## src/hw/rtl/phcm_pkg.sv

```systemverilog
// Package for the pixel hit charge merger: field widths, beat layouts and the
// command and result types shared by the front end, the queue and the table engine.
// No dependencies.
package phcm_pkg;

	localparam int TABLE_DEPTH_DEF = 64;
	localparam int QUEUE_DEPTH_DEF = 2;

	localparam int SENSOR_W = 12;
	localparam int FE_W     = 4;
	localparam int COL_W    = 7;
	localparam int ROW_W    = 7;
	localparam int HIT_Q_W  = 20;
	localparam int CHARGE_W = 24;
	localparam int SRC_W    = 16;

	localparam int IN_DATA_W  = 72;
	localparam int OUT_DATA_W = 72;
	localparam int PDATA_W    = 32;
	localparam int PADDR_W    = 2;

	localparam logic [PADDR_W-1:0] REG_CHARGE_THRESHOLD = 2'd0;

	localparam logic [CHARGE_W-1:0] CHARGE_MAX = {CHARGE_W{1'b1}};

	typedef enum logic {
		OP_HIT   = 1'b0,
		OP_FLUSH = 1'b1
	} op_t;

	typedef struct packed {
		logic [SENSOR_W-1:0] sensor_id;
		logic [FE_W-1:0]     front_end;
		logic [COL_W-1:0]    column;
		logic [ROW_W-1:0]    row;
	} key_t;

	// Input beat layout, lowest field in the lowest bits.
	typedef struct packed {
		logic [5:0]          pad;
		logic [SRC_W-1:0]    mc_index;
		logic [HIT_Q_W-1:0]  charge;
		logic [ROW_W-1:0]    row;
		logic [COL_W-1:0]    column;
		logic [FE_W-1:0]     front_end;
		logic [SENSOR_W-1:0] sensor_id;
	} in_beat_t;

	// Output beat layout, lowest field in the lowest bits.
	typedef struct packed {
		logic                pad;
		logic                overflowed;
		logic [SRC_W-1:0]    first_source;
		logic [CHARGE_W-1:0] charge;
		logic [ROW_W-1:0]    row;
		logic [COL_W-1:0]    column;
		logic [FE_W-1:0]     front_end;
		logic [SENSOR_W-1:0] sensor_id;
	} out_beat_t;

	typedef struct packed {
		op_t                op;
		key_t               key;
		logic [HIT_Q_W-1:0] charge;
		logic [SRC_W-1:0]   src;
	} cmd_t;

	typedef struct packed {
		key_t                key;
		logic [CHARGE_W-1:0] charge;
		logic [SRC_W-1:0]    src;
	} entry_t;

	typedef struct packed {
		logic                out_valid;
		key_t                key;
		logic [CHARGE_W-1:0] charge;
		logic [SRC_W-1:0]    first_source;
		logic                overflowed;
		logic                last;
	} result_t;

endpackage

```

## src/hw/rtl/phcm_queue.sv

```systemverilog
// Short command queue between the front end and the table engine of the pixel
// hit charge merger. Depends on phcm_pkg.
module phcm_queue #(
	parameter int QUEUE_DEPTH = phcm_pkg::QUEUE_DEPTH_DEF
) (
	input  logic           clk,
	input  logic           arst_n,
	input  logic           push_valid,
	output logic           push_ready,
	input  phcm_pkg::cmd_t push_data,
	output logic           pop_valid,
	input  logic           pop_ready,
	output phcm_pkg::cmd_t pop_data
);

	localparam int PTR_W = (QUEUE_DEPTH > 1) ? $clog2(QUEUE_DEPTH) : 1;
	localparam int CNT_W = $clog2(QUEUE_DEPTH + 1);
	localparam logic [PTR_W-1:0] LAST_PTR = PTR_W'(QUEUE_DEPTH - 1);
	localparam logic [CNT_W-1:0] FULL_CNT = CNT_W'(QUEUE_DEPTH);

	phcm_pkg::cmd_t   slots [QUEUE_DEPTH];
	logic [PTR_W-1:0] wr_ptr_q;
	logic [PTR_W-1:0] rd_ptr_q;
	logic [CNT_W-1:0] count_q;
	logic             do_push;
	logic             do_pop;

	assign push_ready = (count_q != FULL_CNT);
	assign pop_valid  = (count_q != '0);
	assign pop_data   = slots[rd_ptr_q];
	assign do_push    = push_valid && push_ready;
	assign do_pop     = pop_valid && pop_ready;

	always_ff @(posedge clk) begin
		if (do_push) begin
			slots[wr_ptr_q] <= push_data;
		end
	end

	always_ff @(posedge clk or negedge arst_n) begin
		if (!arst_n) begin
			wr_ptr_q <= '0;
			rd_ptr_q <= '0;
			count_q  <= '0;
		end else begin
			if (do_push) begin
				wr_ptr_q <= (wr_ptr_q == LAST_PTR) ? '0 : wr_ptr_q + PTR_W'(1);
			end
			if (do_pop) begin
				rd_ptr_q <= (rd_ptr_q == LAST_PTR) ? '0 : rd_ptr_q + PTR_W'(1);
			end
			if (do_push && !do_pop) begin
				count_q <= count_q + CNT_W'(1);
			end else if (do_pop && !do_push) begin
				count_q <= count_q - CNT_W'(1);
			end
		end
	end

endmodule

```

## config.mk

```make
export PLATFORM = sky130hd
export DESIGN_NAME = phcm_queue
export DESIGN_NICKNAME = d
export VERILOG_FILES = /design/src/hw/rtl/phcm_pkg.sv /design/src/hw/rtl/phcm_queue.sv
export SDC_FILE = /design/constraint.sdc
export NUM_CORES = 1
export LEC_CHECK = 0
export ABC_AREA = 1
export BUFFER_PORTS_ARGS = -buffer_cell sky130_fd_sc_hd__buf_2
export CAP_MARGIN = 20
export CORE_MARGIN = 2
export CORE_UTILIZATION = 35
export DETAILED_ROUTE_END_ITERATION = 8
export HOLD_SLACK_MARGIN = 0.06
export PLACE_DENSITY = 0.68
export SYNTH_ARGS = -nofsm -noshare
export SYNTH_HDL_FRONTEND = slang
export SYNTH_SLANG_ARGS = --single-unit
```

## constraint.sdc

```tcl
create_clock -name clk -period 4.7 [get_ports clk]
set_input_delay 0.235 -clock clk [delete_from_list [all_inputs] [get_ports clk]]
set_output_delay 0.235 -clock clk [all_outputs]
set_load 0.03 [all_outputs]
```

---- Yosys cells after proc, flatten, opt, wreduce, memory -nomap -nowiden ----
Memories as Yosys holds them, arrays and structs flattened.
Cells that the tools add are included.
cells by class
  add/sub/neg operators ................... 4
  $mul .................................... 0
  divide/modulo/power cells ............... 0
  order comparisons ....................... 0
  equal/unequal tests ..................... 1
  shift operators ......................... 0
  muxes and demuxes ....................... 6
  bitwise gates (word level) .............. 0
  reduce and logical (&&, ||, !) cells .... 8
operator list
  cell                                              number
  logical AND 1 bit                                 4
  2-to-1 mux 1 bit                                  4
  2-to-1 mux 2 bit                                  2
  nonzero test 2 bit                                2
  adder 1 bit, second input constant                2
  adder 2 x 1 -> 2 bit, second input constant       1
  logical NOT 1 bit                                 2
  != test 2 bit, second input constant              1
  subtractor 2 x 1 -> 2 bit, second input constant  1
word-level totals
  bits in registers ....................... 4
  latch bits .............................. 0
  bits in writable memories ............... 134
  ROM bits ................................ 0
  word-level logic and storage cells ...... 23
  memories ................................ 1
memory list
  memory  words  width  rd ports  clocked after memory_dff  write ports  line              source
  slots   2      67     1         0                         1            phcm_queue.sv:21  phcm_pkg::cmd_t slots [QUEUE_DEPTH];

---- Logic depth before layout (Yosys ltp) ----
Gate-level depths: netlist of the first run.
  depth in word-level cells ............... 6
  depth in mapped cells ................... 10
  depth with buffers taken out ............ 10

---- Worst setup path before layout of the first run ----
Ideal clock, no wire load.
  kind .................................... register -> register
  start ................................... register count_q[0]
  end ..................................... memory slots[0][0] in the netlist's numbering (enable)
  data arrival time ....................... 3.655 ns
  path slack .............................. 0.552 ns
  stages on the path, launching flop included .. 5
  cells stage by stage .................... dfrtp_1 inv_1 nand2_1 nand2_1 nor2_1
on the way
  word-level cells in the longest chain between the ends .. 4
ends and longest elaborated chain
  element                                 line              source
  start: declaration                      phcm_queue.sv:24  logic [CNT_W-1:0] count_q;
  start signal: assignment                phcm_queue.sv:53  count_q <= count_q + CNT_W'(1);
  start signal: assignment                phcm_queue.sv:55  count_q <= count_q - CNT_W'(1);
  != test 2 bit                           phcm_queue.sv:28  assign push_ready = (count_q != FULL_CNT);
  named net push_ready                    phcm_queue.sv:9   output logic push_ready,
  logical AND 1 bit                       phcm_queue.sv:31  assign do_push = push_valid && push_ready;
  2-to-1 mux 1 bit                        phcm_queue.sv:35  if (do_push) begin
  2-to-1 mux 1 bit (implied by the code)  phcm_queue.sv:36  slots[wr_ptr_q] <= push_data;
  end: declaration                        phcm_queue.sv:21
The timed path passes the listed nets, and every way through them passes these cells.

---- Worst setup path in the final report of the first run ----
  start ................................... register count_q[0]
  end ..................................... memory slots[0][5] in the netlist's numbering (enable)
on the way
  word-level cells in the longest chain between the ends .. 4
ends and longest elaborated chain
  element                                 line
  != test 2 bit                           phcm_queue.sv:28
  logical AND 1 bit                       phcm_queue.sv:31
  2-to-1 mux 1 bit                        phcm_queue.sv:35
  2-to-1 mux 1 bit (implied by the code)  phcm_queue.sv:36
Every way passes these cells.

==> results_dict.tcl, run 1 <==
set metrics [dict create \
    ys_seq_elements 138 \
    timing.fmax_mhz 406 \
    final_nets 667 \
    fin_hold_ws_ns 0.0941 \
    clkLatencyLatePin_ns 0.41 \
    postLayoutCoreUtil 0.511 \
    synth-seq-area-share 0.808 \
    syn-num-nets 451 \
    final_layout_fill_cell_count 1222 \
    ys_warnings 0 \
    fin_tns_setup_ns 0 \
    area_of_the_multi_input_gates_sq_um 861 \
    min-delay-start "pop_ready" \
    drt_drc_violations_left 0 \
    syn2layout_area_growth_pct 43.8 \
    cp_common_cell "sky130_fd_sc_hd__nand2_1" \
    io_pins 140 \
    route.antenna.remaining_nets 0 \
    crit_family "simple AND/OR/NAND/NOR gates" \
    clock_tree.htree_level_count 4 \
    die_w_um 125 \
    vias_in_the_first_global_route 3662 \
    drt_first_pass_iters 4 \
    timing.slew.headroom 0.391 \
    timing_worst_setup_path_type "reg2reg" \
    power_mw 5.02 \
    critical-path-max-stage-delay_ns 0.74 \
    worst-r2r-cell-count 5 \
    outcome "finished clean" \
    post_drt_via_cell_ratio 4.34 \
    critical_path_peak_fanout 37 \
    detailroute.wirelength.met2_um 5590 \
    min_path_cells 3 \
    layout_worst_path_cycle_share 0.524 \
    floorplan.die.height_um 125 \
    io_buffer_count 139 \
    fp-row-count 44 \
    timing.rr.start "count_q[0]" \
    syn_inst 379 \
    gp_routability_congestion 0.724 \
    post-dp-hpwl_um 6390 \
    mappedNetlistArea_sq_mm 0.00510 \
    finalWorstPathRequiredPeriod_ns 2.46 \
    cap_viol_max_count 0 \
    grt_first_pass_wirelength_um 17300 \
    tightest_slew_ns 0.911 \
    hold_viol 0 \
    drt_iter0_drc 154 \
    worstSetupStartpoint "count_q[0]" \
    required_time_worst_endpoint_ns 4.75 \
    drive_above_1_share 0.291 \
    highest-signal-layer "met4" \
    worstSetupStartpointType "flip-flop" \
    antennaDiodeCount 0 \
    yosys-top-cells-area "sky130_fd_sc_hd__edfxtp_1 (79%), sky130_fd_sc_hd__nand2_1 (16%), sky130_fd_sc_hd__dfrtp_1 (2.0%), sky130_fd_sc_hd__buf_2 (0.88%), sky130_fd_sc_hd__buf_6 (0.88%)" \
    grt_setup_unrepaired "false" \
    detailed_route_via_count 3441 \
    clock-root-buffer "sky130_fd_sc_hd__clkbuf_16" \
    crit_arrival_ns 2.51 \
    grt.overflow.total 0 \
    die_area_sq_mm 0.0156 \
    clkSinkCount 138 \
    grt.total_usage 0.144 \
    clk_pin_slew_worst_paths_ns 0.06 \
    cts_tree "yes" \
    core_area_sq_mm 0.0144 \
    worst_setup_path_end_kind "flip-flop" \
    yosysTopAreaCellShare 0.789 \
    path_cells "inv_1 -> nand2_1 -> nand2_1 -> nor2_4 -> buf_4" \
    power_per_cell_area_mw_per_mm2 685 \
    power_leakage_nw 3.16 \
    met3WireLength_um 533 \
    ctsLongestPathBuffers 2 \
    worstPathBufferInverterCount 2 \
    setup-violations-final 0 \
    vdd_ir_drop_max_v 0.000365 \
    post_cts_resize_count 0 \
    grt_antenna_before_repair 0 \
    tritoncts.num_buffers 17 \
    worst_path_cell_with_the_longest_stage_delay "sky130_fd_sc_hd__nor2_4" \
    layout.area.seq_sq_mm 0.00413 \
    finalClockSkew_ns 0.00775 \
    routedWlPerCell_um 13.6 \
    synth_top_area_cell "sky130_fd_sc_hd__edfxtp_1" \
    met1_length_um 4520 \
    routed_wl_um 10800 \
    cp_num_cells 5 \
    timing.hold.worst.class "in2reg" \
    post_syn_area_per_cell_sq_um 13.5 \
    grt_max_degree 69 \
    report.final.slew_viol_count 0 \
    initial_utilization 0.355 \
    synth_cell_type_count 14 \
]
## kinds of logic (layout without fill, tap and decap cells)
family        count (synthesis)  count (layout)  share of synthesized area
xor+xnor                      2               2                    0.00343
fa+ha+maj                     1               1                    0.00245
buf+inv                      22             251                     0.0258
simple gates                216             216                      0.160
flops                       138             138                      0.808
## through the flow
| stage | area [sq um] | worst slack (ns) | std cells |
|---|---|---|---|
| final | 7340 | 2.24 | 792 |
| after global routing | 7340 | 2.04 | 792 |
| after CTS | 7340 | 2.20 | 792 |
| after detailed placement | 6000 | 2.20 | 692 |
| after global placement | 5960 | 2.15 | 690 |
| after floorplan | 5100 | 0.552 | 379 |
## final timing paths
check,end,slack (ns)
hold reg to reg,count_q[1],0.51
max in group asynchronous,rd_ptr_q,4.41
hold / removal,rd_ptr_q,0.09
setup / recovery,slots[0][5],2.24
setup reg to reg,slots[0][5],2.24
min in group asynchronous,rd_ptr_q,0.16
## cells in the mapped netlist (all sizes together)
library cell and instances:
ha 1, xnor2 1, nand2 211, nand4 1, xor2 1, buf 15
nor2 2, dfrtp 4, edfxtp 134, inv 7, nand3 2
## metal layers
| layer | GRT usage | vias to the layer above |
|---|---|---|
| li1 | - | 1705 |
| met1 | 0.155 | 1620 |
| met5 | 0 | - |
| met2 | 0.257 | 103 |
| met4 | 0.0496 | 0 |
| met3 | 0.0576 | 13 |
## what timing repair did
item / 4_1_cts / 5_1_grt
hold buffers: 68 / 0
endpoints found under the hold margin: 138 / 0
setup buffers: 0 / 0
## flip-flops by register name (all words and copies together), names as in the netlist
register and flops:
slots 134, rd_ptr_q 1, count_q 2, wr_ptr_q 1
## cells in the final DEF (no fill, tap or decap), drive strengths merged
cell type | synthesis | final
nand2 | 211 | 211
buf | 15 | 144
edfxtp | 134 | 134
dlygate4sd3 | 0 | 68
clkbuf | 0 | 18
inv | 7 | 7
bufinv | 0 | 6
clkinv | 0 | 6
dfrtp | 4 | 4
nor2 | 2 | 2
nand3 | 2 | 2
clkinvlp | 0 | 2
xnor2 | 1 | 1
xor2 | 1 | 1
nand4 | 1 | 1
ha | 1 | 1
## report_power, final
part	switching, mW	internal [mW]
Clock	0.473	0.988
Sequential	0.0688	1.68
Combinational	1.34	0.466
## worst register-to-register path: stages (launching register included)
cell                      delay (ns)
sky130_fd_sc_hd__dfrtp_1        0.39
sky130_fd_sc_hd__inv_1          0.10
sky130_fd_sc_hd__nand2_1        0.08
sky130_fd_sc_hd__nand2_1        0.17
sky130_fd_sc_hd__nor2_4         0.74
sky130_fd_sc_hd__buf_4          0.58
## final cells by class
class                      count  share of cell area
inverter                       7             0.00358
tap                          184              0.0314
clock buffer                  18              0.0585
multi-input combinational    219               0.117
clock inverter                14              0.0309
timing repair buffer         212               0.196
sequential                   138               0.562
(Power assumes the default switching activity.)
==> inputs of run 2 (changes only) <==
--- a/config.mk
+++ b/config.mk
@@ -5,14 +5,14 @@
 export SDC_FILE = /design/constraint.sdc
 export NUM_CORES = 1
 export LEC_CHECK = 0
-export ABC_AREA = 1
+export ABC_AREA = 0
 export BUFFER_PORTS_ARGS = -buffer_cell sky130_fd_sc_hd__buf_2
 export CAP_MARGIN = 20
 export CORE_MARGIN = 2
 export CORE_UTILIZATION = 35
 export DETAILED_ROUTE_END_ITERATION = 8
 export HOLD_SLACK_MARGIN = 0.06
-export PLACE_DENSITY = 0.68
+export PLACE_DENSITY = 0.7
 export SYNTH_ARGS = -nofsm -noshare
 export SYNTH_HDL_FRONTEND = slang
 export SYNTH_SLANG_ARGS = --single-unit
==> constraint.sdc (replaced) <==
create_clock -name clk -period 2.2 [get_ports clk]
set_input_delay 0.11 -clock clk [delete_from_list [all_inputs] [get_ports clk]]
set_output_delay 0.11 -clock clk [all_outputs]
set_load 0.03 [all_outputs]
==> results_dict.tcl, run 2 <==
set metrics [dict create \
    synth-seq-area-share 0.805 \
    report.final.slew_viol_count 0 \
    power_per_cell_area_mw_per_mm2 1370 \
    grt_max_degree 68 \
    fin_hold_ws_ns 0.104 \
    synth_cell_type_count 16 \
    outcome "finished clean" \
    detailed_route_via_count 2793 \
    yosys_most_used_dff "sky130_fd_sc_hd__edfxtp_1" \
    route.antenna.remaining_nets 0 \
    die_area_sq_mm 0.0156 \
    fin_tns_setup_ns 0 \
    min-delay-start "push_valid" \
    routedWlPerCell_um 14.7 \
    mappedNetlistArea_sq_mm 0.00512 \
    rrSetupSlack_ns 0.61 \
    clock_tree.htree_level_count 4 \
    post-synth-top-count-cell "sky130_fd_sc_hd__edfxtp_1" \
    path_cells "buf_4 -> mux2_2 -> buf_2" \
    final_layout_fill_cell_count 1188 \
    synth_common_cells "sky130_fd_sc_hd__edfxtp_1 (134), sky130_fd_sc_hd__mux2_2 (47), sky130_fd_sc_hd__mux2_4 (20)" \
    power_mw 10.0 \
    regMostFlops "slots" \
    crit_arrival_ns 1.90 \
    post_syn_area_per_cell_sq_um 22.6 \
    die_w_um 125 \
    power_leakage_nw 2.84 \
    grt_first_pass_wirelength_um 15600 \
    tritoncts.num_buffers 17 \
    io_buffer_count 139 \
    drt_iter0_drc 88 \
    syn-num-nets 299 \
    cap_viol_max_count 0 \
    yosys-top-cells-area "sky130_fd_sc_hd__edfxtp_1 (79%), sky130_fd_sc_hd__mux2_2 (10%), sky130_fd_sc_hd__mux2_4 (5.9%), sky130_fd_sc_hd__dfrtp_1 (2.0%), sky130_fd_sc_hd__buf_8 (0.59%)" \
    gp_routability_congestion 0.669 \
    largest_register_ff_count 134 \
    finalClockSkew_ns 0.00609 \
    dp_cells 547 \
    vdd_ir_drop_max_v 0.000782 \
    clkSinkCount 138 \
    timing.slew.headroom 0.729 \
    clkLatencyLatePin_ns 0.40 \
    required_time_worst_endpoint_ns 2.09 \
    synth-async-reset-ratio 0.0290 \
    worst_hold_path.endpoint "wr_ptr_q" \
    post-dp-hpwl_um 5830 \
    tightest_slew_ns 0.407 \
    hold_viol 0 \
    grt.total_usage 0.130 \
    fp-row-count 44 \
    postLayoutCoreUtil 0.509 \
    setup-violations-final 0 \
    clock-root-buffer "sky130_fd_sc_hd__clkbuf_16" \
    critical_path_peak_fanout 21 \
    worst_setup_path_end_kind "primary output" \
    ys_seq_elements 138 \
    timing.hold.worst.class "in2reg" \
    mostFrequentLayoutCells "sky130_fd_sc_hd__buf_2 (139), sky130_fd_sc_hd__edfxtp_1 (134), sky130_fd_sc_hd__dlygate4sd3_1 (70)" \
    routed_wl_um 9540 \
    post_cts_resize_count 0 \
    floorplan.die.height_um 125 \
    core_area_sq_mm 0.0144 \
    drt_first_pass_iters 4 \
    layout_worst_path_cycle_share 0.912 \
    syn_inst 227 \
    synth_enable_flop_cells 134 \
    worst_path_cell_with_the_longest_stage_delay "sky130_fd_sc_hd__dfrtp_4" \
    layout_top_registers "slots (134), count_q (2)" \
    post_drt_via_cell_ratio 4.30 \
    clk_pin_slew_worst_paths_ns 0.05 \
    grt.overflow.total 0 \
    final_nets 524 \
    initial_utilization 0.355 \
    grt_antenna_before_repair 0 \
    worst-r2r-cell-count 4 \
    syn2layout_area_growth_pct 43.3 \
    finalNonFillerCells 649 \
    yosysTopAreaCellShare 0.786 \
    finalWorstPathRequiredPeriod_ns 2.01 \
    drive_above_1_share 0.525 \
    timing.fmax_mhz 498 \
    timing.rr.start "count_q[0]" \
    synth_top_area_cell "sky130_fd_sc_hd__edfxtp_1" \
    critical-path-max-stage-delay_ns 0.61 \
    grt_setup_unrepaired "false" \
    layout.cells.most_common "sky130_fd_sc_hd__buf_2" \
    io_pins 140 \
    timing.rr.end "slots[0][26]" \
    worstSetupStartpointType "flip-flop" \
    drt_drc_violations_left 0 \
    antennaDiodeCount 0 \
    vias_in_the_first_global_route 3094 \
    timing_worst_setup_path_type "reg2out" \
    ctsLongestPathBuffers 2 \
    cts_tree "yes" \
    min_path_cells 3 \
    cts.repair_timing.setup_buffer_count 0 \
    ys_warnings 0 \
]
run 2: how the worst max path moves through the flow:
stage / from / to / slack, ns / depth (start not counted)
after detailed placement: count_q[0] / slots[0][27] / 0.59 / 4
after floorplan: count_q[0] / slots[0][0] / 0.04 / 3
after global placement: rd_ptr_q / pop_data[53] / 0.61 / 3
after global routing: rd_ptr_q / pop_data[9] / 0.09 / 3
final: rd_ptr_q / pop_data[9] / 0.19 / 3
after CTS: rd_ptr_q / pop_data[53] / 0.15 / 3
run 2: logic make-up (layout without fill, tap and decap cells):
family | after synthesis | in the layout | share of synthesized area
DFF | 138 | 138 | 0.805
muxes | 67 | 67 | 0.162
buffers and inverters | 9 | 247 | 0.0149
and+or+nand+nor | 7 | 7 | 0.00660
xor gates and xnor gates | 5 | 5 | 0.00855
adders and majority gates | 1 | 1 | 0.00244
run 2: timing repair:
item / in CTS / in global routing
endpoints found under the hold margin: 139 / 0
setup endpoints to repair: 0 / 0
hold buffers: 70 / 0
run 2: metrics by stage:
step	area, sq um	setup WS, ns
after floorplan	5140	0.0357
after global placement	6070	0.605
after detailed placement	6070	0.592
after CTS	7340	0.152
after global routing	7340	0.0858
final	7340	0.193
run 2: per-layer routing:
layer | vias up | track usage | part of all wire | wire (um)
li1 | 1345 | - | - | -
met1 | 1343 | 0.153 | 0.42 | 4010
met2 | 95 | 0.221 | 0.51 | 4910
met3 | 10 | 0.0475 | 0.052 | 496
met4 | 0 | 0.0471 | 0.013 | 121
met5 | - | 0 | 0 | 0
run 2: layout make-up:
cell class / instances / area, sq um / share of cell area
clock buffers: 25 / 495 / 0.0675
clock inverters: 7 / 67.6 / 0.00921
inverters: 1 / 3.75 / 0.000512
multi-input cells: 80 / 940 / 0.128
flip-flops and latches: 138 / 4130 / 0.563
well taps: 184 / 230 / 0.0314
repair buffers: 214 / 1470 / 0.201
run 2: report_power, final:
part,leakage (nW),switching [mW],total (mW),internal (mW)
clock,0.269,0.974,2.64,1.67
combinational,1.28,2.17,3.54,1.37
sequential,1.29,0.236,3.84,3.60
run 2: critical path, delay by kind of cell, from the launching register on:
family	cells	cell delay, ns
mux	1	0.38
buf+inv	2	0.50
flops	1	0.61
