<file path="src/hw/rtl/phcm_pkg.sv">
// Package for the pixel hit charge merger: field widths, beat layouts and the
// command and result types shared by the front end, the queue and the table engine.
// No dependencies.
package phcm_pkg;

	localparam int TABLE_DEPTH_DEF = 64;
	localparam int QUEUE_DEPTH_DEF = 2;

	localparam int SENSOR_W = 12;
	localparam int FE_W     = 4;
	localparam int COL_W    = 7;
	localparam int ROW_W    = 7;
	localparam int HIT_Q_W  = 20;
	localparam int CHARGE_W = 24;
	localparam int SRC_W    = 16;

	localparam int IN_DATA_W  = 72;
	localparam int OUT_DATA_W = 72;
	localparam int PDATA_W    = 32;
	localparam int PADDR_W    = 2;

	localparam logic [PADDR_W-1:0] REG_CHARGE_THRESHOLD = 2'd0;

	localparam logic [CHARGE_W-1:0] CHARGE_MAX = {CHARGE_W{1'b1}};

	typedef enum logic {
		OP_HIT   = 1'b0,
		OP_FLUSH = 1'b1
	} op_t;

	typedef struct packed {
		logic [SENSOR_W-1:0] sensor_id;
		logic [FE_W-1:0]     front_end;
		logic [COL_W-1:0]    column;
		logic [ROW_W-1:0]    row;
	} key_t;

	// Input beat layout, lowest field in the lowest bits.
	typedef struct packed {
		logic [5:0]          pad;
		logic [SRC_W-1:0]    mc_index;
		logic [HIT_Q_W-1:0]  charge;
		logic [ROW_W-1:0]    row;
		logic [COL_W-1:0]    column;
		logic [FE_W-1:0]     front_end;
		logic [SENSOR_W-1:0] sensor_id;
	} in_beat_t;

	// Output beat layout, lowest field in the lowest bits.
	typedef struct packed {
		logic                pad;
		logic                overflowed;
		logic [SRC_W-1:0]    first_source;
		logic [CHARGE_W-1:0] charge;
		logic [ROW_W-1:0]    row;
		logic [COL_W-1:0]    column;
		logic [FE_W-1:0]     front_end;
		logic [SENSOR_W-1:0] sensor_id;
	} out_beat_t;

	typedef struct packed {
		op_t                op;
		key_t               key;
		logic [HIT_Q_W-1:0] charge;
		logic [SRC_W-1:0]   src;
	} cmd_t;

	typedef struct packed {
		key_t                key;
		logic [CHARGE_W-1:0] charge;
		logic [SRC_W-1:0]    src;
	} entry_t;

	typedef struct packed {
		logic                out_valid;
		key_t                key;
		logic [CHARGE_W-1:0] charge;
		logic [SRC_W-1:0]    first_source;
		logic                overflowed;
		logic                last;
	} result_t;

endpackage

</file>
<file path="src/hw/rtl/phcm_front.sv">
// Front end of the pixel hit charge merger: takes input beats, decodes them into
// commands and hands them to the command queue. Depends on phcm_pkg.
module phcm_front (
	input  logic                              clk,
	input  logic                              arst_n,
	input  logic                              s_tvalid,
	output logic                              s_tready,
	input  logic [phcm_pkg::IN_DATA_W-1:0]    s_tdata,
	input  logic                              s_tuser,
	output logic                              cmd_valid,
	input  logic                              cmd_ready,
	output phcm_pkg::cmd_t                    cmd
);

	phcm_pkg::in_beat_t beat;
	phcm_pkg::cmd_t     dec;
	logic               vld_s1;
	phcm_pkg::cmd_t     cmd_s1;

	assign beat = phcm_pkg::in_beat_t'(s_tdata);

	// A flush carries nothing but its kind, so its other fields are cleared.
	always_comb begin
		dec = '0;
		if (s_tuser) begin
			dec.op = phcm_pkg::OP_FLUSH;
		end else begin
			dec.op            = phcm_pkg::OP_HIT;
			dec.key.sensor_id = beat.sensor_id;
			dec.key.front_end = beat.front_end;
			dec.key.column    = beat.column;
			dec.key.row       = beat.row;
			dec.charge        = beat.charge;
			dec.src           = beat.mc_index;
		end
	end

	assign s_tready  = !vld_s1 || cmd_ready;
	assign cmd_valid = vld_s1;
	assign cmd       = cmd_s1;

	always_ff @(posedge clk or negedge arst_n) begin
		if (!arst_n) begin
			vld_s1 <= 1'b0;
			cmd_s1 <= '0;
		end else begin
			if (s_tvalid && s_tready) begin
				vld_s1 <= 1'b1;
				cmd_s1 <= dec;
			end else if (cmd_ready) begin
				vld_s1 <= 1'b0;
			end
		end
	end

endmodule

</file>
<file path="config.mk">
export PLATFORM = sky130hd
export DESIGN_NAME = phcm_front
export DESIGN_NICKNAME = d
export VERILOG_FILES = /design/src/hw/rtl/phcm_pkg.sv /design/src/hw/rtl/phcm_front.sv
export SDC_FILE = /design/constraint.sdc
export NUM_CORES = 1
export LEC_CHECK = 0
export CAP_MARGIN = 10
export CORE_MARGIN = 2
export CORE_UTILIZATION = 55
export CTS_CLUSTER_DIAMETER = 100
export DETAILED_ROUTE_END_ITERATION = 10
export DONT_BUFFER_PORTS = 1
export PLACE_DENSITY = 0.69
export SLEW_MARGIN = 20
export SYNTH_ARGS = -nofsm -noshare
export SYNTH_HDL_FRONTEND = slang
export SYNTH_SLANG_ARGS = --single-unit
</file>
<file path="constraint.sdc">
create_clock -name clk -period 1.2 [get_ports clk]
set_input_delay 0.36 -clock clk [delete_from_list [all_inputs] [get_ports clk]]
set_output_delay 0.36 -clock clk [all_outputs]
set_load 0.1 [all_outputs]
</file>
### After elaboration in Yosys (flattened, before gate mapping)

Cells that the tools add are included.

* div/mod/pow operators: 0
* bitwise logic cells: 0
* reduce and logical (&&, ||, !) cells: 4
* add/sub/neg operators: 0
* equal/unequal tests: 0
* shifts and indexed selects: 0
* mux-type cells: 4
* $mul: 0
* magnitude comparators: 0

Operators with widths (number)
* $mux 66: 1
* $mux 1: 3
* $reduce_bool 2->1: 1
* $logic_and 1x1->1: 1
* $logic_not 1->1: 1
* $logic_or 1x1->1: 1

* RAM bits: 0
* memory bits (read-only): 0
* input bits: 77
* latch bits: 0
* memories: 0
* register bits: 68
* output and inout port bits: 69

### Depth between registers and ports, before layout

Gate-level depths: netlist (run 1).

* word-level depth: 4
* gate-level depth with buffers: 5

### Least setup slack after synthesis (run 1)

Ideal clock, no wire load.

* path kind: reg-to-reg
* start point: register vld_s1, in the netlist cmd_valid
* end point: register cmd_s1 (netlist bit cmd[26])
* buffers on the path: 2
* setup slack: -1055 ps
* cell stages (with the launch flop): 6
* setup time: 125 ps
* data arrival time: 2130 ps
* cell sequence: dfrtp_1 nand2b_4 nand2_2 buf_6 buf_6 mux2_4

* cells in the longest elaborated chain, start to end: 3

RTL lines
* start: declaration: RTL line phcm_front.sv:17 `logic vld_s1;`
* start signal: assignment: RTL line phcm_front.sv:44 `vld_s1 <= 1'b0;`
* start signal: assignment: RTL line phcm_front.sv:48 `vld_s1 <= 1'b1;`
* start signal: assignment: RTL line phcm_front.sv:51 `vld_s1 <= 1'b0;`
* $logic_not 1->1: RTL line phcm_front.sv:38 `assign s_tready = !vld_s1 || cmd_ready;`
* $logic_or 1x1->1: RTL line phcm_front.sv:38
* named net s_tready: RTL line phcm_front.sv:7 `output logic s_tready,`
* $logic_and 1x1->1: RTL line phcm_front.sv:47 `if (s_tvalid && s_tready) begin`
* end signal: assignment: RTL line phcm_front.sv:45 `cmd_s1 <= '0;`
* end signal: assignment: RTL line phcm_front.sv:49 `cmd_s1 <= dec;`
* end: declaration: RTL line phcm_front.sv:18 `phcm_pkg::cmd_t cmd_s1;`

The timed path passes the listed nets, and every way through them passes these cells.
A chain may end at the register's enable or synchronous reset.

### Worst setup path in the final report (run 1)

* start point: register vld_s1, in the netlist cmd_valid
* end point: output port s_tready

* cells in the longest elaborated chain, start to end: 2

RTL lines (RTL line)
* $logic_not 1->1: phcm_front.sv:38
* $logic_or 1x1->1: phcm_front.sv:38
* end: declaration: phcm_front.sv:7

Every way passes these cells.

==> reports/results.ini, run 1 <==
[synthesis]
avgSynthCellArea_um2 = 14.3
syn_area_um2 = 3120
yosysWarnings = 0
syn_nets = 295
synth_seq_cells = 68
syn_inst = 218
synth_cell_types = 13
yosysSeqAreaShare = 0.546

[clock_tree]
cts_made_buffers = 9
path_clk_slew_ps = 70
h-tree-depth = 3
cts.sinks = 68
clockRootBuffer = clkbuf_8
clk_latency_ps = 340
tritoncts = yes
cts_max_path_buffers = 2

[die]
core-area_um2 = 5510
die_y_um = 79.3
dieArea_um2 = 6290
start_util = 0.566
dieWidth_um = 79.3
num_rows = 27
top_level_ports = 146

[finish]
fin_nets = 342
synthToLayoutAreaGrowth_pct = 39.4
final_cell_count_no_fill = 342
fillCellCount = 300
diodes = 0
drive_gt1_frac = 0.637

[sta]
rsz0062_at_grt = true
relSlewSlack = 0.782
max_freq_ghz = 0.691
slew_violations = 0
holdWs_ps = -291
tightestPinTransition_ps = 328
finalHoldViolCount = 68
fin_skew_ps = 7.80
fin_crit_sh = 1.21
fin_ws_ps = -247
min_period_ps = 1450
setup_viol = 136

[drt]
via_per_inst = 5.45
wl_mm = 7.09
drt_pre_antenna_iters = 4
wl_per_cell_um = 20.7
via_count = 1863
drcViolationCount = 0
drt_iter0_drc = 58
antenna_left = 0

[outcome]
violations = hold timing, setup timing
outcome = finished, violations left

[pwr]
powerDensity_nw_per_um2 = 1910
cellLeakagePower_nw = 1.96
ir_drop_uv = 1480

[grt]
grt_overflow = 0
antenna_found_initial = 0
grt_pass1_wl_mm = 10.2
grt_util_all_layers = 0.217
grt_pass1_vias = 1943
grt_max_degree = 69

[setup_path]
arrival_ps = 1090
path_class = register to primary output
cp_max_fo = 2
critPathRequiredTime_ps = 840
setup.worst_path.end_class = primary output
cp-start-kind = register
r2r_cells = 5

[placement]
gp_congestion = 0.793
hpwl_mm = 4.27
place_ws_ps = -214
placedCellCount = 311
portBuffers = 0

[min_path]
min_path_type = input port to asynchronous set/reset pin

[run]
drv_cap = 0

[critical path: stages, from the launching register on]
cell and delay [ps]:
dfrtp_4 490, nand2b_4 90, buf_12 170
[power by group]
group | switching (W) | total, W | internal, W | leakage [nW]
clock network | 0.000863 | 0.00193 | 0.00107 | 0.102
registers | 0.00141 | 0.00408 | 0.00267 | 0.818
logic | 0.00128 | 0.00228 | 0.000995 | 1.04
total | 0.00355 | 0.00829 | 0.00473 | 1.96
[kinds of logic (layout without fill, tap and decap cells)]
| family | after synthesis | after routing | synth area share |
|---|---|---|---|
| multiplexers | 67 | 67 | 0.278 |
| AND/OR/NAND/NOR | 69 | 69 | 0.144 |
| flip-flops | 68 | 68 | 0.546 |
| buffers and inverters | 14 | 66 | 0.0325 |
[Yosys cell counts]
cell / count / share of area
dfrtp_1: 68 / 0.55
and2b_1: 8 / 0.019
nand2b_1: 1 / 0.0020
mux2_1: 1 / 0.0036
buf_4: 3 / 0.0072
nor2b_1: 58 / 0.12
nand2b_4: 1 / 0.0044
buf_2: 6 / 0.0096
buf_6: 4 / 0.014
clkbuf_1: 1 / 0.0012
nand2_2: 1 / 0.0020
mux2_4: 30 / 0.14
mux2_2: 36 / 0.13
[path summary, 6_finish.rpt]
path / from / to / slack (ps)
hold / removal: arst_n / cmd[38]$_DFFE_PN0P_ / -290
setup / recovery: cmd_valid$_DFFE_PN0P_ / s_tready / -250
min in group clk: s_tvalid / cmd_valid$_DFFE_PN0P_ / 130
hold reg to reg: cmd[8]$_DFFE_PN0P_ / cmd[8]$_DFFE_PN0P_ / 540
setup reg to reg: cmd_valid$_DFFE_PN0P_ / cmd[43]$_DFFE_PN0P_ / -240
max in group asynchronous: arst_n / cmd[9]$_DFFE_PN0P_ / 1370
[routing by layer]
layer | GRT usage | wire [um] | share of wire | vias to the layer above
li1 | - | - | - | 810
met1 | 0.268 | 2840 | 0.40 | 935
met2 | 0.341 | 3510 | 0.49 | 103
met3 | 0.0943 | 575 | 0.081 | 15
met4 | 0.0776 | 167 | 0.024 | 0
met5 | 0 | 0 | 0 | -
[what timing repair did]
action	4_1_cts	5_1_grt
buffers inserted	5	4
pin swaps	0	0
gates cloned	0	6
endpoints found under the hold margin	68	68
resized for setup	42	3
setup endpoints to repair	136	136
[sequential cells by signal, indices dropped and copies added, names as in the netlist]
name	count
cmd	67
cmd_valid	1
[layout make-up]
| type | count | area [um^2] | share of cell area |
|---|---|---|---|
| clock buffer | 12 | 155 | 0.0357 |
| clock inverter | 4 | 47.5 | 0.0109 |
| multi-input combinational | 136 | 1330 | 0.307 |
| sequential | 68 | 1850 | 0.424 |
| tap | 72 | 90.1 | 0.0207 |
| timing repair buffer | 50 | 876 | 0.201 |
[stage by stage]
step | setup TNS [ps] | instance area (um^2) | total power, W | util
final | -21350 | 4350 | 0.00829 | 0.790
after global routing | -26610 | 4350 | 0.00851 | 0.790
after CTS | -22140 | 4190 | 0.00822 | 0.761
after detailed placement | -6590 | 3840 | 0.00617 | 0.697
after global placement | -4730 | 3840 | 0.00612 | 0.697
after floorplan | -36080 | 3190 | 0.00545 | -
[cell usage in the layout, fill, tap and decap left out, types with 2 or more instances in the layout]
cell and n:
nor2b_1 58, dfrtp_4 38, mux2_2 35, buf_12 33, mux2_4 31, dfrtp_1 29
clkbuf_8 11, buf_4 10, and2b_1 8, clkbuf_16 3, clkinv_2 2, buf_6 2
Power figures use the tool's default switching activity.
==> inputs of run 2 (changes only) <==
Settings changed: CORE_MARGIN 2 to 8.
==> reports/results.ini, run 2 (synthesis gave the netlist of run 1 again) <==
[outcome]
outcome = finished, violations left  ; unchanged
violations = hold timing, setup timing  ; unchanged

[grt]
grt_pass1_vias = 2208  ; was 1943
grt_max_degree = 69  ; unchanged
antenna_found_initial = 0  ; unchanged
grt_util_all_layers = 0.201  ; was 0.217
grt_pass1_wl_mm = 13.0  ; was 10.2 mm
grt_overflow = 0  ; unchanged

[finish]
diodes = 0  ; unchanged
regArea_um2 = 1850  ; unchanged
layout.cells.most_common_list = 58 x nor2b_1, 39 x buf_12, 38 x mux2_4, 38 x dfrtp_4  ; was 58 x nor2b_1, 38 x dfrtp_4, 35 x mux2_2, 33 x buf_12, 31 x mux2_4
multi_input_area_um2 = 1380  ; was 1330 um^2
final_common_cell = nor2b_1  ; unchanged
drive_gt1_frac = 0.653  ; was 0.637
largest_reg_flops = 67  ; unchanged
fin_util = 0.843  ; was 0.790
fillCellCount = 271  ; was 300
fin_nets = 349  ; was 342
synthToLayoutAreaGrowth_pct = 48.8  ; was 39.4%

[placement]
gp_congestion = 0.733  ; was 0.793
portBuffers = 0  ; unchanged
hpwl_mm = 5.22  ; was 4.27 mm

[setup_path]
reg2reg_setup_slack_ps = -290  ; was -240 ps
crit_start = cmd_valid$_DFFE_PN0P_  ; unchanged
r2r_cells = 6  ; was 5
endpoint = cmd[59]$_DFFE_PN0P_  ; was s_tready
timing.rr.end = cmd[59]$_DFFE_PN0P_  ; was cmd[43]$_DFFE_PN0P_
cp_max_fo = 6  ; was 2
worstReg2RegStart = cmd_valid$_DFFE_PN0P_  ; unchanged
setup.worst_path.end_class = register  ; was primary output
path_class = register to register  ; was register to primary output
critPathRequiredTime_ps = 1420  ; was 840 ps
arrival_ps = 1710  ; was 1090 ps
cp-start-kind = register  ; unchanged

[clock_tree]
path_clk_slew_ps = 80  ; was 70 ps
tritoncts = yes  ; unchanged
cts.sinks = 68  ; unchanged
cts_max_path_buffers = 2  ; unchanged
clk_latency_ps = 330  ; was 340 ps
cts_made_buffers = 9  ; unchanged
h-tree-depth = 3  ; unchanged
clockRootBuffer = clkbuf_8  ; unchanged

[sta]
min_period_ps = 1490  ; was 1450 ps
fin_tns_setup_ps = -24660  ; was -21350 ps
fin_ws_ps = -288  ; was -247 ps
rsz0062_at_grt = true  ; unchanged
fin_crit_sh = 1.24  ; was 1.21
fin_skew_ps = 10.3  ; was 7.80 ps
relSlewSlack = 0.782  ; about the same
finalHoldViolCount = 68  ; unchanged
max_freq_ghz = 0.672  ; was 0.691 GHz
holdWs_ps = -286  ; was -291 ps
slew_violations = 0  ; unchanged
tightestPinTransition_ps = 328  ; about the same
setup_viol = 136  ; unchanged

[pwr]
ir_drop_uv = 1310  ; was 1480 uV
powerDensity_nw_per_um2 = 1900  ; was 1910 nW/um^2
cellLeakagePower_nw = 2.11  ; was 1.96 nW

[drt]
drcViolationCount = 0  ; unchanged
met1_length_mm = 3.16  ; was 2.84 mm
wl_mm = 8.23  ; was 7.09 mm
drt_pre_antenna_iters = 4  ; unchanged
wl_met3_um = 719  ; was 575 um
met2_length_mm = 4.29  ; was 3.51 mm
antenna_left = 0  ; unchanged
highest-signal-layer = met4  ; unchanged
drt_iter0_drc = 68  ; was 58
wl_per_cell_um = 23.6  ; was 20.7 um
via_per_inst = 5.39  ; was 5.45
via_count = 1881  ; was 1863

[run]
drv_cap = 0  ; unchanged

[die]
dieArea_um2 = 8340  ; was 6290 um^2
start_util = 0.566  ; unchanged
num_rows = 27  ; unchanged
top_level_ports = 146  ; unchanged
die_y_um = 91.3  ; was 79.3 um
dieWidth_um = 91.3  ; was 79.3 um
core-area_um2 = 5510  ; unchanged

[min_path]
min_path_type = input port to asynchronous set/reset pin  ; unchanged

==> run 2: cell types whose count changed in the layout (fill, tap and decap cells not counted), sizes merged <==
cell	delta
buf	+8
bufinv	+2
clkbuf	-4
nand2	+1
==> run 2: worst min-delay path by stage <==
stage                               end  slack, ps  depth (start not counted)
floorplan            cmd[0]$_DFFE_PN0P_         60                          0
global placement    cmd[43]$_DFFE_PN0P_         70                          0
detailed placement  cmd[47]$_DFFE_PN0P_         70                          0
CTS                 cmd[15]$_DFFE_PN0P_       -310                          0
global route        cmd[60]$_DFFE_PN0P_       -310                          0
finish              cmd[40]$_DFFE_PN0P_       -290                          0
==> run 2: layer usage <==
| layer | GRT usage | vias to the layer above |
|---|---|---|
| li1 | - | 833 |
| met1 | 0.223 | 956 |
| met2 | 0.340 | 85 |
| met3 | 0.0848 | 7 |
| met4 | 0.0628 | 0 |
| met5 | 0 | - |
==> run 2: final cells by class <==
class                      instances  share of cell area
tap                               72              0.0194
timing repair buffer              56               0.232
multi-input combinational        137               0.297
clock buffer                      10              0.0296
sequential                        68               0.398
clock inverter                     6              0.0240
==> run 2: what timing repair did <==
item / in CTS / in global routing
buffers inserted: 5 / 7
cloned: 7 / 1
pin swaps: 1 / 2
gates resized for setup: 53 / 14
setup endpoints to repair: 136 / 136
endpoints found under the hold margin: 68 / 68
==> run 2: power by group <==
part / switching, W / internal [W] / leakage [nW]
clock: 0.000881 / 0.00144 / 0.122
combinational: 0.00132 / 0.00111 / 1.16
sequential: 0.00142 / 0.00267 / 0.818
total: 0.00362 / 0.00521 / 2.11
==> run 2: critical path: stages (launching register included) <==
cell	delay, ps
dfrtp_4	490
nand2b_4	110
buf_8	130
nand2_8	80
buf_4	150
buf_16	140
mux2_4	290
==> run 2: per-stage QoR <==
stage	area [um^2]	power (W)	setup slack, ps	std cells
floorplan	3190	0.00545	-541	218
global placement	3850	0.00615	-208	313
detailed placement	3850	0.00621	-224	313
CTS	4500	0.00879	-294	341
global route	4640	0.00906	-314	349
finish	4640	0.00884	-288	349
==> inputs of run 3 (changes only) <==
Settings changed: PLACE_DENSITY 0.69 to unset, PLACE_DENSITY_LB_ADDON set to 0.15.
==> reports/results.ini, run 3 (synthesis gave the netlist of run 1 again) <==
[drt]
antenna_left = 0  ; unchanged
via_count = 1833  ; was 1881
drt_pre_antenna_iters = 4  ; unchanged
drt_iter0_drc = 53  ; was 68
wl_per_cell_um = 22.9  ; was 23.6 um
wl_mm = 7.81  ; was 8.23 mm
via_per_inst = 5.38  ; was 5.39
drcViolationCount = 0  ; unchanged

[setup_path]
setup.worst_path.end_class = primary output  ; was register
r2r_cells = 4  ; was 6
cpPeakStageDelay_ps = 490  ; about the same
path_buf_inv = 1  ; was 3
cp-start-kind = register  ; unchanged
slowest_stage = dfrtp_4  ; unchanged
timing.rr.end = cmd[8]$_DFFE_PN0P_  ; was cmd[59]$_DFFE_PN0P_
arrival_ps = 1110  ; was 1710 ps
path_class = register to primary output  ; was register to register
cp_max_fo = 2  ; was 6
critPathRequiredTime_ps = 840  ; was 1420 ps
worstReg2RegStart = cmd_valid$_DFFE_PN0P_  ; unchanged
crit_chain = nand2b_4, buf_12  ; was nand2b_4, buf_8, nand2_8, buf_4, buf_16, mux2_4
crit_family = flip-flops  ; unchanged
reg2reg_setup_slack_ps = -240  ; was -290 ps

[sta]
slew_violations = 0  ; unchanged
setup_viol = 136  ; unchanged
relSlewSlack = 0.784  ; was 0.782
finalHoldViolCount = 68  ; unchanged
min_period_ps = 1470  ; was 1490 ps
fin_crit_sh = 1.22  ; was 1.24
max_freq_ghz = 0.681  ; was 0.672 GHz
fin_ws_ps = -267  ; was -288 ps
rsz0062_at_grt = true  ; unchanged
fin_skew_ps = 9.01  ; was 10.3 ps
holdWs_ps = -285  ; was -286 ps
tightestPinTransition_ps = 325  ; was 328 ps

[clock_tree]
cts_made_buffers = 9  ; unchanged
cts_max_path_buffers = 2  ; unchanged
h-tree-depth = 3  ; unchanged
cts.sinks = 68  ; unchanged
clk_latency_ps = 340  ; was 330 ps
path_clk_slew_ps = 70  ; was 80 ps
clockRootBuffer = clkbuf_8  ; unchanged
tritoncts = yes  ; unchanged

[placement]
placed_cell_area_um2 = 3850  ; unchanged
gp_congestion = 0.806  ; was 0.733
hpwl_mm = 5.37  ; was 5.22 mm
place_ws_ps = -217  ; was -224 ps
portBuffers = 0  ; unchanged

[outcome]
outcome = finished, violations left  ; unchanged
violations = hold timing, setup timing  ; unchanged

[pwr]
ir_drop_uv = 1140  ; was 1310 uV
cellLeakagePower_nw = 1.97  ; was 2.11 nW
powerDensity_nw_per_um2 = 1890  ; was 1900 nW/um^2

[die]
die_y_um = 91.3  ; unchanged
start_util = 0.566  ; unchanged
top_level_ports = 146  ; unchanged
dieArea_um2 = 8340  ; unchanged
core-area_um2 = 5510  ; unchanged
num_rows = 27  ; unchanged
dieWidth_um = 91.3  ; unchanged

[min_path]
min_path_type = input port to asynchronous set/reset pin  ; unchanged

[grt]
grt_util_all_layers = 0.190  ; was 0.201
grt_max_degree = 69  ; unchanged
grt_pass1_wl_mm = 12.2  ; was 13.0 mm
grt_pass1_vias = 2119  ; was 2208
grt_overflow = 0  ; unchanged
antenna_found_initial = 0  ; unchanged

[finish]
synthToLayoutAreaGrowth_pct = 38.9  ; was 48.8%
drive_gt1_frac = 0.631  ; was 0.653
largest_reg_flops = 67  ; unchanged
fin_area_um2 = 4330  ; was 4640 um^2
layout.cells.most_common_list = 58 x nor2b_1, 38 x dfrtp_4, 36 x mux2_2, 36 x buf_12, 30 x mux2_4  ; was 58 x nor2b_1, 39 x buf_12, 38 x mux2_4, 38 x dfrtp_4
final_common_cell = nor2b_1  ; unchanged
fin_nets = 340  ; was 349

[run]
drv_cap = 0  ; unchanged

[run 3: cell types whose count changed in the layout (fill, tap and decap cells not counted), sizes merged]
cell / delta
nand2: -1
diode: +1
clkinv: +1
buf: -10
bufbuf: +3
bufinv: -2
[run 3: layer usage]
layer	vias to the layer above	wire length (um)	part of all wire	GRT usage
li1	813	-	-	-
met1	926	3010	0.39	0.215
met2	85	3980	0.51	0.311
met3	9	720	0.092	0.0790
met4	0	100	0.013	0.0805
met5	-	0	0	0
[run 3: how the worst max path moves through the flow]
stage,startpoint,endpoint,cells after the start
floorplan,cmd_valid$_DFFE_PN0P_,cmd[26]$_DFFE_PN0P_,5
global placement,cmd[58]$_DFFE_PN0P_,cmd[58]$_DFFE_PN0P_,2
detailed placement,cmd[58]$_DFFE_PN0P_,cmd[58]$_DFFE_PN0P_,2
CTS,cmd_valid$_DFFE_PN0P_,s_tready,2
global route,cmd_valid$_DFFE_PN0P_,s_tready,2
finish,cmd_valid$_DFFE_PN0P_,s_tready,2
[run 3: final cells by class]
cell class / count / area [um^2]
Timing Repair Buffer: 48 / 890
Antenna cell: 1 / 2.50
Sequential cell: 68 / 1850
Clock buffer: 11 / 131
Tap cell: 72 / 90.1
Fill cell: 317 / 1170
Clock inverter: 5 / 52.6
Multi-Input combinational cell: 136 / 1320
[run 3: timing repair]
item | 4_1_cts | 5_1_grt
buffers inserted | 5 | 3
setup endpoints to repair | 136 | 136
gates cloned | 3 | 0
hold endpoints to repair | 68 | 68
gates resized for setup | 47 | 1
[run 3: report_power, final]
group          total (W)  internal, W  switching, W
clock            0.00180     0.000951      0.000845
sequential       0.00409      0.00267       0.00142
combinational    0.00229      0.00101       0.00128
[run 3: metrics by stage]
stage / power [W] / setup TNS (ps) / util / hold slack, ps / instances
floorplan: 0.00545 / -36080 / - / 64.4 / 218
global placement: 0.00614 / -3140 / 0.700 / 66.1 / 313
detailed placement: 0.00621 / -4500 / 0.700 / 65.8 / 313
CTS: 0.00819 / -19030 / 0.781 / -304 / 337
global route: 0.00841 / -21110 / 0.786 / -309 / 340
finish: 0.00818 / -16690 / 0.787 / -285 / 341
